--- config.mk ---
export PLATFORM = sky130hd
export DESIGN_NAME = rpm_adaptive_airflow_filter_unit_flat
export DESIGN_NICKNAME = d
export VERILOG_FILES = /design/src/rtl/core/raf_pkg.sv /design/src/rtl/core/raf_if.sv /design/src/rtl/core/raf_div.sv /design/src/rtl/core/rpm_adaptive_airflow_filter_unit.sv /design/src/flat_wrapper.sv
export SDC_FILE = /design/constraint.sdc
export NUM_CORES = 2
export LEC_CHECK = 0
export BUFFER_PORTS_ARGS = -buffer_cell sky130_fd_sc_hd__buf_2
export CAP_MARGIN = 20
export CORE_MARGIN = 2
export CORE_UTILIZATION = 58
export CTS_CLUSTER_DIAMETER = 50
export CTS_CLUSTER_SIZE = 8
export DETAILED_ROUTE_END_ITERATION = 8
export MAX_ROUTING_LAYER = met4
export PLACE_DENSITY = 0.76
export SYNTH_ARGS = -nofsm -noshare
export SYNTH_HDL_FRONTEND = slang
export SYNTH_SLANG_ARGS = --single-unit
--- constraint.sdc ---
create_clock -name clk -period 22.3 [get_ports clk]
set_clock_uncertainty 0.2 [all_clocks]
set_input_delay 2.23 -clock clk [delete_from_list [all_inputs] [get_ports clk]]
set_output_delay 2.23 -clock clk [all_outputs]
set_load 0.005 [all_outputs]
--- src/rtl/core/raf_pkg.sv ---
`default_nettype none
// ----------------------------------------------------------------------------
// raf_pkg
// Shared types and constants of the speed-adaptive airflow filter.
// ----------------------------------------------------------------------------
package raf_pkg;

	// Field widths of the transactions and the register.
	localparam int SAMPLE_W = 20;
	localparam int SPEED_W  = 15;
	localparam int PARAM_W  = 16;
	localparam int PATH_W   = 2;

	// Default sample period in milliseconds.
	localparam int CALL_PERIOD_MS_DEF = 5;

	// The divisor is 1000 * filter_param, which stays below 2**26.
	localparam int DEN_MULT = 1000;
	localparam int DEN_W    = 26;

	// Alpha is Q0.16. The quotient keeps 17 bits so that values of one
	// and above are still seen; anything beyond is an overflow.
	localparam int QUOT_W = 17;
	// The dividend is period * speed * 2**24; the top part enters the
	// divider shifted by 24 - 17 bits.
	localparam int PRE_SHIFT = 7;
	localparam int CNT_W     = 5;

	localparam logic [QUOT_W-1:0] ALPHA_MIN = QUOT_W'(66);
	localparam logic [QUOT_W-1:0] ALPHA_MAX = QUOT_W'(64225);

	// Blend product: 18-bit signed alpha times 21-bit signed difference.
	localparam int FRAC_W = 16;
	localparam int PROD_W = 39;

	// Codes for the path a sample took.
	typedef enum logic [PATH_W-1:0] {
		PATH_DISABLED = 2'd0,
		PATH_STOPPED  = 2'd1,
		PATH_BYPASS   = 2'd2,
		PATH_FILTERED = 2'd3
	} raf_path_t;

	// Main sequencer states.
	typedef enum logic [2:0] {
		ST_IDLE,
		ST_DIV,
		ST_ALPHA,
		ST_MUL,
		ST_ACC,
		ST_OUT
	} raf_state_t;

	// Divider sequencer states.
	typedef enum logic [1:0] {
		DV_IDLE,
		DV_CHK,
		DV_STEP
	} raf_div_state_t;

	// Status reported by the divider.
	typedef struct packed {
		logic              done;
		logic              ovf;
		logic [QUOT_W-1:0] quot;
	} raf_div_sts_t;

endpackage : raf_pkg
`default_nettype wire

--- src/rtl/core/raf_if.sv ---
`default_nettype none
// ----------------------------------------------------------------------------
// raf_if
// Valid/ready channels of the airflow filter: samples, results, register.
// ----------------------------------------------------------------------------

// Sample channel: raw airflow and engine speed.
interface raf_meas_if;
	import raf_pkg::*;
	logic                valid;
	logic                ready;
	logic [SAMPLE_W-1:0] airflow_sample;
	logic [SPEED_W-1:0]  engine_speed;
	modport source (output valid, output airflow_sample, output engine_speed, input ready);
	modport sink   (input valid, input airflow_sample, input engine_speed, output ready);
endinterface : raf_meas_if

// Result channel: filtered airflow and the path taken.
interface raf_filt_if;
	import raf_pkg::*;
	logic                valid;
	logic                ready;
	logic [SAMPLE_W-1:0] filtered_airflow;
	logic [PATH_W-1:0]   path_taken;
	modport source (output valid, output filtered_airflow, output path_taken, input ready);
	modport sink   (input valid, input filtered_airflow, input path_taken, output ready);
endinterface : raf_filt_if

// Register write channel: filter_param.
interface raf_cfg_if;
	import raf_pkg::*;
	logic               valid;
	logic               ready;
	logic [PARAM_W-1:0] data;
	modport source (output valid, output data, input ready);
	modport sink   (input valid, input data, output ready);
endinterface : raf_cfg_if
`default_nettype wire

--- src/rtl/core/raf_div.sv ---
`default_nettype none
// ----------------------------------------------------------------------------
// raf_div
// Restoring divider for alpha: one shared subtractor, one quotient bit per
// cycle, with an up-front check for quotients of 2**17 and above.
// ----------------------------------------------------------------------------
module raf_div #(
	parameter int REM_W = 27
) (
	input  wire                       clk,
	input  wire                       arst_n,
	input  wire                       start,
	input  wire [REM_W-1:0]           num_hi,
	input  wire [raf_pkg::DEN_W-1:0]  den,
	output raf_pkg::raf_div_sts_t     sts
);
	import raf_pkg::*;

	raf_div_state_t      state_q;
	logic [REM_W-1:0]    rem_q;
	logic [DEN_W-1:0]    den_q;
	logic [QUOT_W-1:0]   quot_q;
	logic [CNT_W-1:0]    cnt_q;
	logic                done_q;
	logic                ovf_q;
	logic [DEN_W+1:0]    trial;
	logic                fits;

	// Shared subtractor: shift the partial remainder and try the divisor.
	// The remainder is below the divisor here, so DEN_W bits hold it.
	assign trial = {1'b0, rem_q[DEN_W-1:0], 1'b0} - {2'b00, den_q};
	assign fits  = ~trial[DEN_W+1];

	// Sequencer and datapath.
	always_ff @(posedge clk or negedge arst_n) begin
		if (!arst_n) begin
			state_q <= DV_IDLE;
			cnt_q   <= '0;
			done_q  <= 1'b0;
			ovf_q   <= 1'b0;
		end else begin
			done_q <= 1'b0;
			case (state_q)
				DV_IDLE: begin
					if (start) begin
						state_q <= DV_CHK;
					end
				end
				DV_CHK: begin
					// A quotient of 2**17 or more is far above the bypass limit.
					if (rem_q >= REM_W'(den_q)) begin
						ovf_q   <= 1'b1;
						done_q  <= 1'b1;
						state_q <= DV_IDLE;
					end else begin
						ovf_q   <= 1'b0;
						cnt_q   <= CNT_W'(QUOT_W - 1);
						state_q <= DV_STEP;
					end
				end
				DV_STEP: begin
					if (cnt_q == '0) begin
						done_q  <= 1'b1;
						state_q <= DV_IDLE;
					end else begin
						cnt_q <= cnt_q - 1'b1;
					end
				end
				default: begin
					state_q <= DV_IDLE;
				end
			endcase
		end
	end

	// Operand and quotient registers.
	always_ff @(posedge clk) begin
		if (state_q == DV_IDLE && start) begin
			rem_q  <= num_hi;
			den_q  <= den;
			quot_q <= '0;
		end else if (state_q == DV_STEP) begin
			quot_q <= {quot_q[QUOT_W-2:0], fits};
			if (fits) begin
				rem_q <= REM_W'(trial[DEN_W:0]);
			end else begin
				rem_q <= REM_W'({rem_q[DEN_W-1:0], 1'b0});
			end
		end
	end

	assign sts = {done_q, ovf_q, quot_q};

endmodule : raf_div
`default_nettype wire

--- src/rtl/core/rpm_adaptive_airflow_filter_unit.sv ---
`default_nettype none
// ----------------------------------------------------------------------------
// rpm_adaptive_airflow_filter_unit
// Speed-adaptive exponential moving average of airflow samples.
// ----------------------------------------------------------------------------
// Usage:
// A sample transaction on meas carries one airflow reading and the engine
// speed; each one yields exactly one result transaction on filt with the
// filtered airflow and a code for the path taken. filter_param is written
// through cfg, which is always ready; write it only while no sample is
// in flight.
// A disabled filter or a stopped engine passes the sample straight to the
// output register. Otherwise alpha = period*rpm*256/(1000*param) is
// found by a restoring divider that yields one quotient bit per cycle
// after a range check; an alpha above ALPHA_MAX bypasses the filter,
// else one multiply and one add give the filtered result.
// meas is ready only while the sequencer is idle, so a new sample is
// taken only once the last result has moved to the output register.
// Reset clears filter_param and the stored filtered value to zero and
// empties the result register. A stalled receiver holds the result in the
// output register; the next sample is accepted meanwhile and waits at the
// end of its computation until that register is free.
// ----------------------------------------------------------------------------
module rpm_adaptive_airflow_filter_unit #(
	parameter int CALL_PERIOD_MS = raf_pkg::CALL_PERIOD_MS_DEF
) (
	input  wire        clk,
	input  wire        arst_n,
	raf_meas_if.sink   meas,
	raf_filt_if.source filt,
	raf_cfg_if.sink    cfg
);
	import raf_pkg::*;

	// period * speed, and the divider remainder width that holds it shifted.
	localparam int PS_W  = $clog2(CALL_PERIOD_MS * ((1 << SPEED_W) - 1) + 1);
	localparam int NUM_W = PS_W + PRE_SHIFT;
	localparam int REM_W = (NUM_W > DEN_W + 1) ? NUM_W : DEN_W + 1;

	raf_state_t             state_q, state_d;
	logic [PARAM_W-1:0]     param_q;
	logic [SAMPLE_W-1:0]    last_q;
	logic [SAMPLE_W-1:0]    sample_q;
	logic [SAMPLE_W-1:0]    res_q;
	raf_path_t              path_q;
	logic [QUOT_W-1:0]      alpha_q;
	logic signed [PROD_W-1:0] prod_q;
	logic                   out_valid_q;
	logic [SAMPLE_W-1:0]    out_flow_q;
	logic [PATH_W-1:0]      out_path_q;

	logic                   accept;
	logic                   div_start;
	logic                   out_load;
	logic [PS_W-1:0]        ps;
	logic [REM_W-1:0]       num_hi;
	logic [DEN_W-1:0]       den;
	raf_div_sts_t           div_sts;
	logic signed [SAMPLE_W:0] diff;
	logic signed [PROD_W-1:0] acc;

	// Register write channel.
	assign cfg.ready = 1'b1;

	always_ff @(posedge clk or negedge arst_n) begin
		if (!arst_n) begin
			param_q <= '0;
		end else if (cfg.valid) begin
			param_q <= cfg.data;
		end
	end

	// Divider operands: dividend top part and divisor.
	assign ps     = PS_W'(CALL_PERIOD_MS) * PS_W'(meas.engine_speed);
	assign num_hi = REM_W'({ps, {PRE_SHIFT{1'b0}}});
	assign den    = DEN_W'(param_q) * DEN_W'(DEN_MULT);

	assign accept = meas.valid && meas.ready;
	assign out_load = (state_q == ST_OUT) && (!out_valid_q || filt.ready);

	raf_div #(
		.REM_W (REM_W)
	) u_div (
		.clk    (clk),
		.arst_n (arst_n),
		.start  (div_start),
		.num_hi (num_hi),
		.den    (den),
		.sts    (div_sts)
	);

	// Sequencer state register.
	always_ff @(posedge clk or negedge arst_n) begin
		if (!arst_n) begin
			state_q <= ST_IDLE;
		end else begin
			state_q <= state_d;
		end
	end

	// Next state and handshake outputs.
	always_comb begin
		state_d    = state_q;
		meas.ready = 1'b0;
		div_start  = 1'b0;
		case (state_q)
			ST_IDLE: begin
				meas.ready = 1'b1;
				if (meas.valid) begin
					if (param_q == '0 || meas.engine_speed == '0) begin
						state_d = ST_OUT;
					end else begin
						div_start = 1'b1;
						state_d   = ST_DIV;
					end
				end
			end
			ST_DIV: begin
				if (div_sts.done) begin
					state_d = div_sts.ovf ? ST_OUT : ST_ALPHA;
				end
			end
			ST_ALPHA: begin
				state_d = (alpha_q > ALPHA_MAX) ? ST_OUT : ST_MUL;
			end
			ST_MUL: begin
				state_d = ST_ACC;
			end
			ST_ACC: begin
				state_d = ST_OUT;
			end
			ST_OUT: begin
				if (out_load) begin
					state_d = ST_IDLE;
				end
			end
			default: begin
				state_d = ST_IDLE;
			end
		endcase
	end

	// Blend as last + alpha * (sample - last), all in Q.16.
	assign diff = $signed({1'b0, sample_q}) - $signed({1'b0, last_q});
	assign acc  = $signed(PROD_W'({last_q, {FRAC_W{1'b0}}})) + prod_q;

	// Stored filtered value.
	always_ff @(posedge clk or negedge arst_n) begin
		if (!arst_n) begin
			last_q <= '0;
		end else if (accept && param_q != '0 && meas.engine_speed == '0) begin
			last_q <= meas.airflow_sample;
		end else if (state_q == ST_DIV && div_sts.done && div_sts.ovf) begin
			last_q <= sample_q;
		end else if (state_q == ST_ALPHA && alpha_q > ALPHA_MAX) begin
			last_q <= sample_q;
		end else if (state_q == ST_ACC) begin
			last_q <= acc[FRAC_W+SAMPLE_W-1:FRAC_W];
		end
	end

	// Working registers of one sample.
	always_ff @(posedge clk) begin
		if (accept) begin
			sample_q <= meas.airflow_sample;
			res_q    <= meas.airflow_sample;
			path_q   <= (param_q == '0) ? PATH_DISABLED : PATH_STOPPED;
		end
		if (state_q == ST_DIV && div_sts.done) begin
			path_q  <= PATH_BYPASS;
			alpha_q <= div_sts.quot;
		end
		if (state_q == ST_ALPHA && alpha_q < ALPHA_MIN) begin
			alpha_q <= ALPHA_MIN;
		end
		if (state_q == ST_MUL) begin
			prod_q <= $signed({1'b0, alpha_q}) * diff;
		end
		if (state_q == ST_ACC) begin
			res_q  <= acc[FRAC_W+SAMPLE_W-1:FRAC_W];
			path_q <= PATH_FILTERED;
		end
	end

	// Output register: holds a result until the receiver takes it.
	always_ff @(posedge clk or negedge arst_n) begin
		if (!arst_n) begin
			out_valid_q <= 1'b0;
		end else if (out_load) begin
			out_valid_q <= 1'b1;
		end else if (filt.ready) begin
			out_valid_q <= 1'b0;
		end
	end

	always_ff @(posedge clk) begin
		if (out_load) begin
			out_flow_q <= res_q;
			out_path_q <= path_q;
		end
	end

	assign filt.valid            = out_valid_q;
	assign filt.filtered_airflow = out_flow_q;
	assign filt.path_taken       = out_path_q;

endmodule : rpm_adaptive_airflow_filter_unit
`default_nettype wire
--- src/flat_wrapper.sv ---
// flat-port wrapper written by rule: the top's interface ports become plain ports
module rpm_adaptive_airflow_filter_unit_flat import raf_pkg::*;
#(
	parameter int CALL_PERIOD_MS = raf_pkg::CALL_PERIOD_MS_DEF
)
  (clk, arst_n, meas_valid, meas_airflow_sample, meas_engine_speed, meas_ready, filt_valid, filt_filtered_airflow, filt_path_taken, filt_ready, cfg_valid, cfg_data, cfg_ready);
  raf_meas_if meas_i ();
  raf_filt_if filt_i ();
  raf_cfg_if cfg_i ();
  input  wire clk;
  input  wire arst_n;
  input wire logic [$bits(meas_i.valid)-1:0] meas_valid;
  input wire logic [$bits(meas_i.airflow_sample)-1:0] meas_airflow_sample;
  input wire logic [$bits(meas_i.engine_speed)-1:0] meas_engine_speed;
  output wire logic [$bits(meas_i.ready)-1:0] meas_ready;
  output wire logic [$bits(filt_i.valid)-1:0] filt_valid;
  output wire logic [$bits(filt_i.filtered_airflow)-1:0] filt_filtered_airflow;
  output wire logic [$bits(filt_i.path_taken)-1:0] filt_path_taken;
  input wire logic [$bits(filt_i.ready)-1:0] filt_ready;
  input wire logic [$bits(cfg_i.valid)-1:0] cfg_valid;
  input wire logic [$bits(cfg_i.data)-1:0] cfg_data;
  output wire logic [$bits(cfg_i.ready)-1:0] cfg_ready;
  assign meas_i.valid = meas_valid;
  assign meas_i.airflow_sample = meas_airflow_sample;
  assign meas_i.engine_speed = meas_engine_speed;
  assign meas_ready = meas_i.ready;
  assign filt_valid = filt_i.valid;
  assign filt_filtered_airflow = filt_i.filtered_airflow;
  assign filt_path_taken = filt_i.path_taken;
  assign filt_i.ready = filt_ready;
  assign cfg_i.valid = cfg_valid;
  assign cfg_i.data = cfg_data;
  assign cfg_ready = cfg_i.ready;
  rpm_adaptive_airflow_filter_unit #(.CALL_PERIOD_MS(CALL_PERIOD_MS)) u_core (.clk(clk), .arst_n(arst_n), .meas(meas_i), .filt(filt_i), .cfg(cfg_i));
endmodule
After elaboration in Yosys (flattened, before gate mapping)
Index checks and enable logic that the tools add are counted.
Word-level totals
  register bits after elaboration: 233
  input port bits: 56
  output and inout port bits: 25
  word-level logic and storage cells: 108
Operators by class
  add/sub/neg operators: 4
  multipliers: 3
  $lt $le $gt $ge: 3
  eq/ne operators: 14
  multiplexer cells: 35
  bitwise logic cells: 1
  reduce and logical (&&, ||, !) cells: 28
Operators by type and width (number)
  20-bit two-way mux: 6
  25-bit two-way mux: 2
  36-bit adder: 1
  18-bit by 21-bit multiplier with 36-bit output: 1
  27-bit by 26-bit subtractor with 28-bit output: 1
  27-bit by 26-bit >= comparator with 1-bit output: 1
  27-bit two-way mux: 1
  16-bit by 7-bit multiplier with 23-bit output (second input constant): 1
  20-bit by 20-bit subtractor with 21-bit output: 1
  3-bit by 15-bit multiplier with 18-bit output (first input constant): 1
  3-bit two-way mux: 6
  3-bit case mux with 6 select lines: 1
  17-bit by 16-bit > comparator with 1-bit output (second input constant): 1
  17-bit by 7-bit less-than comparator with 1-bit output (second input constant): 1
  16-bit zero test: 1
  16-bit nonzero test: 1
  15-bit zero test: 1
  2-bit != test (second input constant): 6
  1-bit two-way mux: 11
  5-bit two-way mux: 2
  5-bit case mux with 2 select lines: 1
  2-bit nonzero test: 5
  1-bit logical AND: 9
  3-bit by 2-bit == test with 1-bit output (second input constant): 2
  other kinds (19): 24

Depth between registers and ports, before layout
  word-level depth: 7
  depth in mapped cells: 34
  gate-level depth less buffers: 33

By module
A second synthesis with hierarchy kept.
Unflattened totals
  cell total of the unflattened synthesis: 2901
  area total of the unflattened synthesis: 27834.2 µm²
Modules (own cells, without submodules)
  rpm_adaptive_airflow_filter_unit: instances 1, cells an instance 2348, area each 22440.3 µm², sequential area each 3843.7 µm²
  raf_div: instances 1, cells an instance 553, area each 5393.9 µm², sequential area each 2157.1 µm²

Least setup slack after synthesis
Ideal clock, no wire load.
  path kind: register to register
  from: register u_core.last_q[0]
  to: register u_core.prod_q[35], data pin
  setup time: 268 ps
  arrival: 7673 ps
  required time: 21832 ps
  path slack: 14160 ps
  cell stages (with the launch flop): 30
  path buffers: 1
  period minus slack after synthesis: 8140 ps
  cell sequence: dfrtp_1 ha_1 fa_1 nor2b_1 o31ai_2 a21oi_2 a311oi_1 or2_2 nor2_1 o21ai_0 a21oi_1 clkbuf_1 nand2_1 fa_1 fa_1 fa_1 inv_1 fa_1 fa_1 inv_1 fa_1 inv_1 ha_1 and4_1 nor3b_2 o21ai_2 o31ai_2 o41ai_4 o31ai_1 xnor3_1
Between the ends
  longest elaborated chain between the ends: 2
Ends and longest elaborated chain
  start: declaration: line rpm_adaptive_airflow_filter_unit.sv:42  | logic [SAMPLE_W-1:0] last_q;
  start signal: assignment: line rpm_adaptive_airflow_filter_unit.sv:152  | last_q <= meas.airflow_sample;
  start signal: assignment: line rpm_adaptive_airflow_filter_unit.sv:154  | last_q <= sample_q;
  start signal: assignment: line rpm_adaptive_airflow_filter_unit.sv:156  | last_q <= sample_q;
  20-bit by 20-bit subtractor with 21-bit output: line rpm_adaptive_airflow_filter_unit.sv:144  | assign diff = $signed({1'b0, sample_q}) - $signed({1'b0, last_q});
  18-bit by 21-bit multiplier with 36-bit output: line rpm_adaptive_airflow_filter_unit.sv:177  | prod_q <= $signed({1'b0, alpha_q}) * diff;
  end signal: assignment: line rpm_adaptive_airflow_filter_unit.sv:177
  end: declaration: line rpm_adaptive_airflow_filter_unit.sv:47  | logic signed [PROD_W-1:0] prod_q;
No other way between the ends.
A chain may end at the register's enable or synchronous reset.

Worst setup path in the final report
  from: register u_core.sample_q[0]
  to: register u_core.prod_q[35], data pin
Between the ends
  longest elaborated chain between the ends: 2
Ends and longest elaborated chain
  start: declaration: line rpm_adaptive_airflow_filter_unit.sv:43  | logic [SAMPLE_W-1:0] sample_q;
  start signal: assignment: line rpm_adaptive_airflow_filter_unit.sv:165  | sample_q <= meas.airflow_sample;
  20-bit by 20-bit subtractor with 21-bit output: line rpm_adaptive_airflow_filter_unit.sv:144
  18-bit by 21-bit multiplier with 36-bit output: line rpm_adaptive_airflow_filter_unit.sv:177
No other way between the ends.

==> flow_metrics.tcl <==
set metrics [dict create \
    status "completed" \
    fmax_ghz 0.106 \
    cts.sinks 214 \
    numCtsBuffers 37 \
    most-common-layout-cells "inv_1, fa_1, nand2_1" \
    hold_depth 0 \
    crit_required_ps 22390 \
    yosysWarnings 0 \
    yosysSeqAreaShare_pct 21.1 \
    hold_buffers 0 \
    cts.path.max_buffers 3 \
    p_int_mw 1.05 \
    r2r_start "u_core.sample_q[0]" \
    grt_usage_pct 28.2 \
    switchingPower_uw 517 \
    cts_tree "yes" \
    path_max_fanout 16 \
    initialDrtViolationCount 1558 \
    relSlewSlack_pct 20.3 \
    finalSetupViolations 0 \
    pwr-share-seq_pct 29.6 \
    die-area_um2 48800 \
    worst_setup_path_end_kind "flip-flop" \
    cpPeakStageDelay_ps 660 \
    final_core_util_pct 63.6 \
    met3_length_um 5410 \
    synthFlopType "edfxtp_1" \
    nets 3599 \
    period_share_pct 42.3 \
    drv_cap 0 \
    drv_slew 0 \
    rr_endpoint "u_core.prod_q[35]" \
    routed.top_layer "met4" \
    ff_latch_area_um2 5760 \
    grt_antenna_before_repair 0 \
    startpoint_type "flip-flop" \
    dr_total_vias 20012 \
    multiInputGateArea_um2 19100 \
    clkPwrFrac_pct 34.7 \
    avgRoutedWirePerCell_um 18.3 \
    cts-root-buf "clkbuf_16" \
    power_density_nw_per_um2 52.9 \
    n_fill_cell 3665 \
    tightestPinTransition_ps 1190 \
    drive_gt1_share_pct 8.16 \
    portBuffers 79 \
    routed_wl_um 64500 \
    die_h_um 221 \
    hold_viol_final 0 \
    syn_area_um2 27300 \
    drc 0 \
    drtAntennaViolNets 0 \
    met1Wirelength_um 27400 \
    final_common_cell "inv_1" \
    synth_edf_count 123 \
    overflow 0 \
    p_leak_nw 14.6 \
    core_area_um2 46500 \
    regToRegSetupSlack_ps 12870 \
    diodes 0 \
    setup_tns_ps 0 \
    syn_nets 3543 \
    switching_share_pct 33.1 \
    vias_per_cell 5.68 \
    place_ws_ps 12960 \
    clock_latency_ps 550 \
    fin_ws_ps 12870 \
    ys_types 97 \
    period_needed_ps 9430 \
    crit_type "reg2reg" \
    rsz0062_at_grt "no" \
    ctsResizeCount 0 \
    cp_slowest_cell "a21oi_2" \
    post_synth.cell_area_avg_um2 9.63 \
    start_util_pct 58.7 \
    die_w_um 221 \
    routed-wl-met2_um 30500 \
    htree_num_levels 2 \
    first_global_vias 21521 \
    hold_ws_ps 213 \
    synthToLayoutAreaGrowth_pct 8.28 \
    p_comb_share_pct 35.6 \
    synth_async_sr_flop_share_pct 22.9 \
    dp_hpwl_um 49000 \
    netlist_instances 2834 \
    worstRegToRegCells 31 \
    routabilityCongestion 0.917 \
    postCtsSetupBuffers 0 \
    min_to "u_core.filt.filtered_airflow[3]" \
    grt_max_degree 53 \
    grt_pass1_wl_um 109000 \
    ys_ff_latch 214 \
    holdCritStartpoint "u_core.res_q[3]" \
    ios 81 \
    total_power_mw 1.56 \
    hp-class "reg2reg" \
    clkTransAtPathRegs_ps 50 \
    num_rows 79 \
    critPathArrivalTime_ps 9520 \
    peakVddDrop_v 0.0000681 \
    dr.pass1.iters 6 \
]
==> routing by layer <==
layer / vias up / GRT usage [%]
met2: 795 / 44.7
met3: 107 / 5.47
met4: 0 / 6.73
met1: 9940 / 37.8
met5: - / -
li1: 9170 / -
==> cell usage after synthesis (all sizes together), types with 18 or more instances <==
| cell | n | area [um^2] |
|---|---|---|
| dfrtp | 49 | 1230 |
| fa | 392 | 7850 |
| xor2 | 36 | 323 |
| nand2 | 318 | 1200 |
| nor2b | 48 | 303 |
| o22ai | 19 | 119 |
| and2 | 145 | 918 |
| nor2 | 117 | 449 |
| edfxtp | 123 | 3690 |
| dfxtp | 42 | 841 |
| ha | 261 | 3270 |
| a21o | 42 | 317 |
| o21ai | 90 | 458 |
| mux2i | 37 | 370 |
| nor3 | 31 | 178 |
| a211oi | 18 | 153 |
| a21oi | 84 | 435 |
| inv | 566 | 2120 |
| clkbuf | 77 | 289 |
| nand3 | 26 | 130 |
| xnor2 | 76 | 681 |
| o21a | 23 | 174 |
==> registers in the layout, summed over array words and instances (netlist names), 3 cells and up <==
name                          cells
u_core.u_div.cnt_q                5
u_core.filt.filtered_airflow     20
u_core.u_div.den_q               23
u_core.param_q                   16
u_core.res_q                     20
u_core.last_q                    20
u_core.u_div.quot_q              17
u_core.sample_q                  20
u_core.alpha_q                   17
u_core.prod_q                    20
u_core.state_q                    3
u_core.u_div.rem_q               24
==> through the flow <==
step	area (um^2)	cells
after global routing	29500	3525
final	29500	3525
after global placement	28300	3455
after detailed placement	28300	3455
after CTS	29500	3522
after floorplan	27300	2834
==> final cells by class <==
| cell class | count | share of cell area (%) |
|---|---|---|
| sequential | 214 | 19.5 |
| clock inverter | 7 | 0.250 |
| timing repair buffer | 108 | 2.15 |
| inverter | 566 | 7.19 |
| tap | 607 | 2.57 |
| multi-input combinational | 1963 | 64.6 |
| clock buffer | 60 | 3.74 |
==> cells by family after synthesis <==
logic type	after synthesis	share of synthesized area (%)
compound gates	383	9.68
xor+xnor	113	3.76
simple gates	762	13.6
buf+inv	657	9.22
fa+ha+maj	653	40.7
flops	214	21.1
mux	51	1.93
other cells	1	0.0137
==> power groups by stage <==
| stage | sequential, mW | combinational, mW | clock (mW) |
|---|---|---|---|
| after floorplan | 0.468 | 0.428 | 0 |
| after global placement | 0.470 | 0.515 | 0 |
| after detailed placement | 0.470 | 0.544 | 0 |
| after CTS | 0.463 | 0.552 | 0.552 |
| after global routing | 0.463 | 0.634 | 0.568 |
| final | 0.463 | 0.557 | 0.543 |
==> worst max-delay path by stage <==
stage                                  start           endpoint  cells past startpoint
after CTS                 u_core.sample_q[0]  u_core.prod_q[35]                     31
after global placement    u_core.sample_q[0]  u_core.prod_q[35]                     30
final                     u_core.sample_q[0]  u_core.prod_q[35]                     31
after detailed placement  u_core.sample_q[0]  u_core.prod_q[35]                     31
after global routing      u_core.sample_q[0]  u_core.prod_q[34]                     32
after floorplan             u_core.last_q[0]  u_core.prod_q[35]                     29
==> critical path: cells and delay by family, from the launching register on <==
kind                       cells  cell delay, ps
AOI/OAI and AO/OA             13            3360
adders and majority gates      8            3460
DFF                            1             380
buffers and inverters          6             970
xor gates and xnor gates       1             370
and+or+nand+nor                3             390
Power figures use the tool's default switching activity.
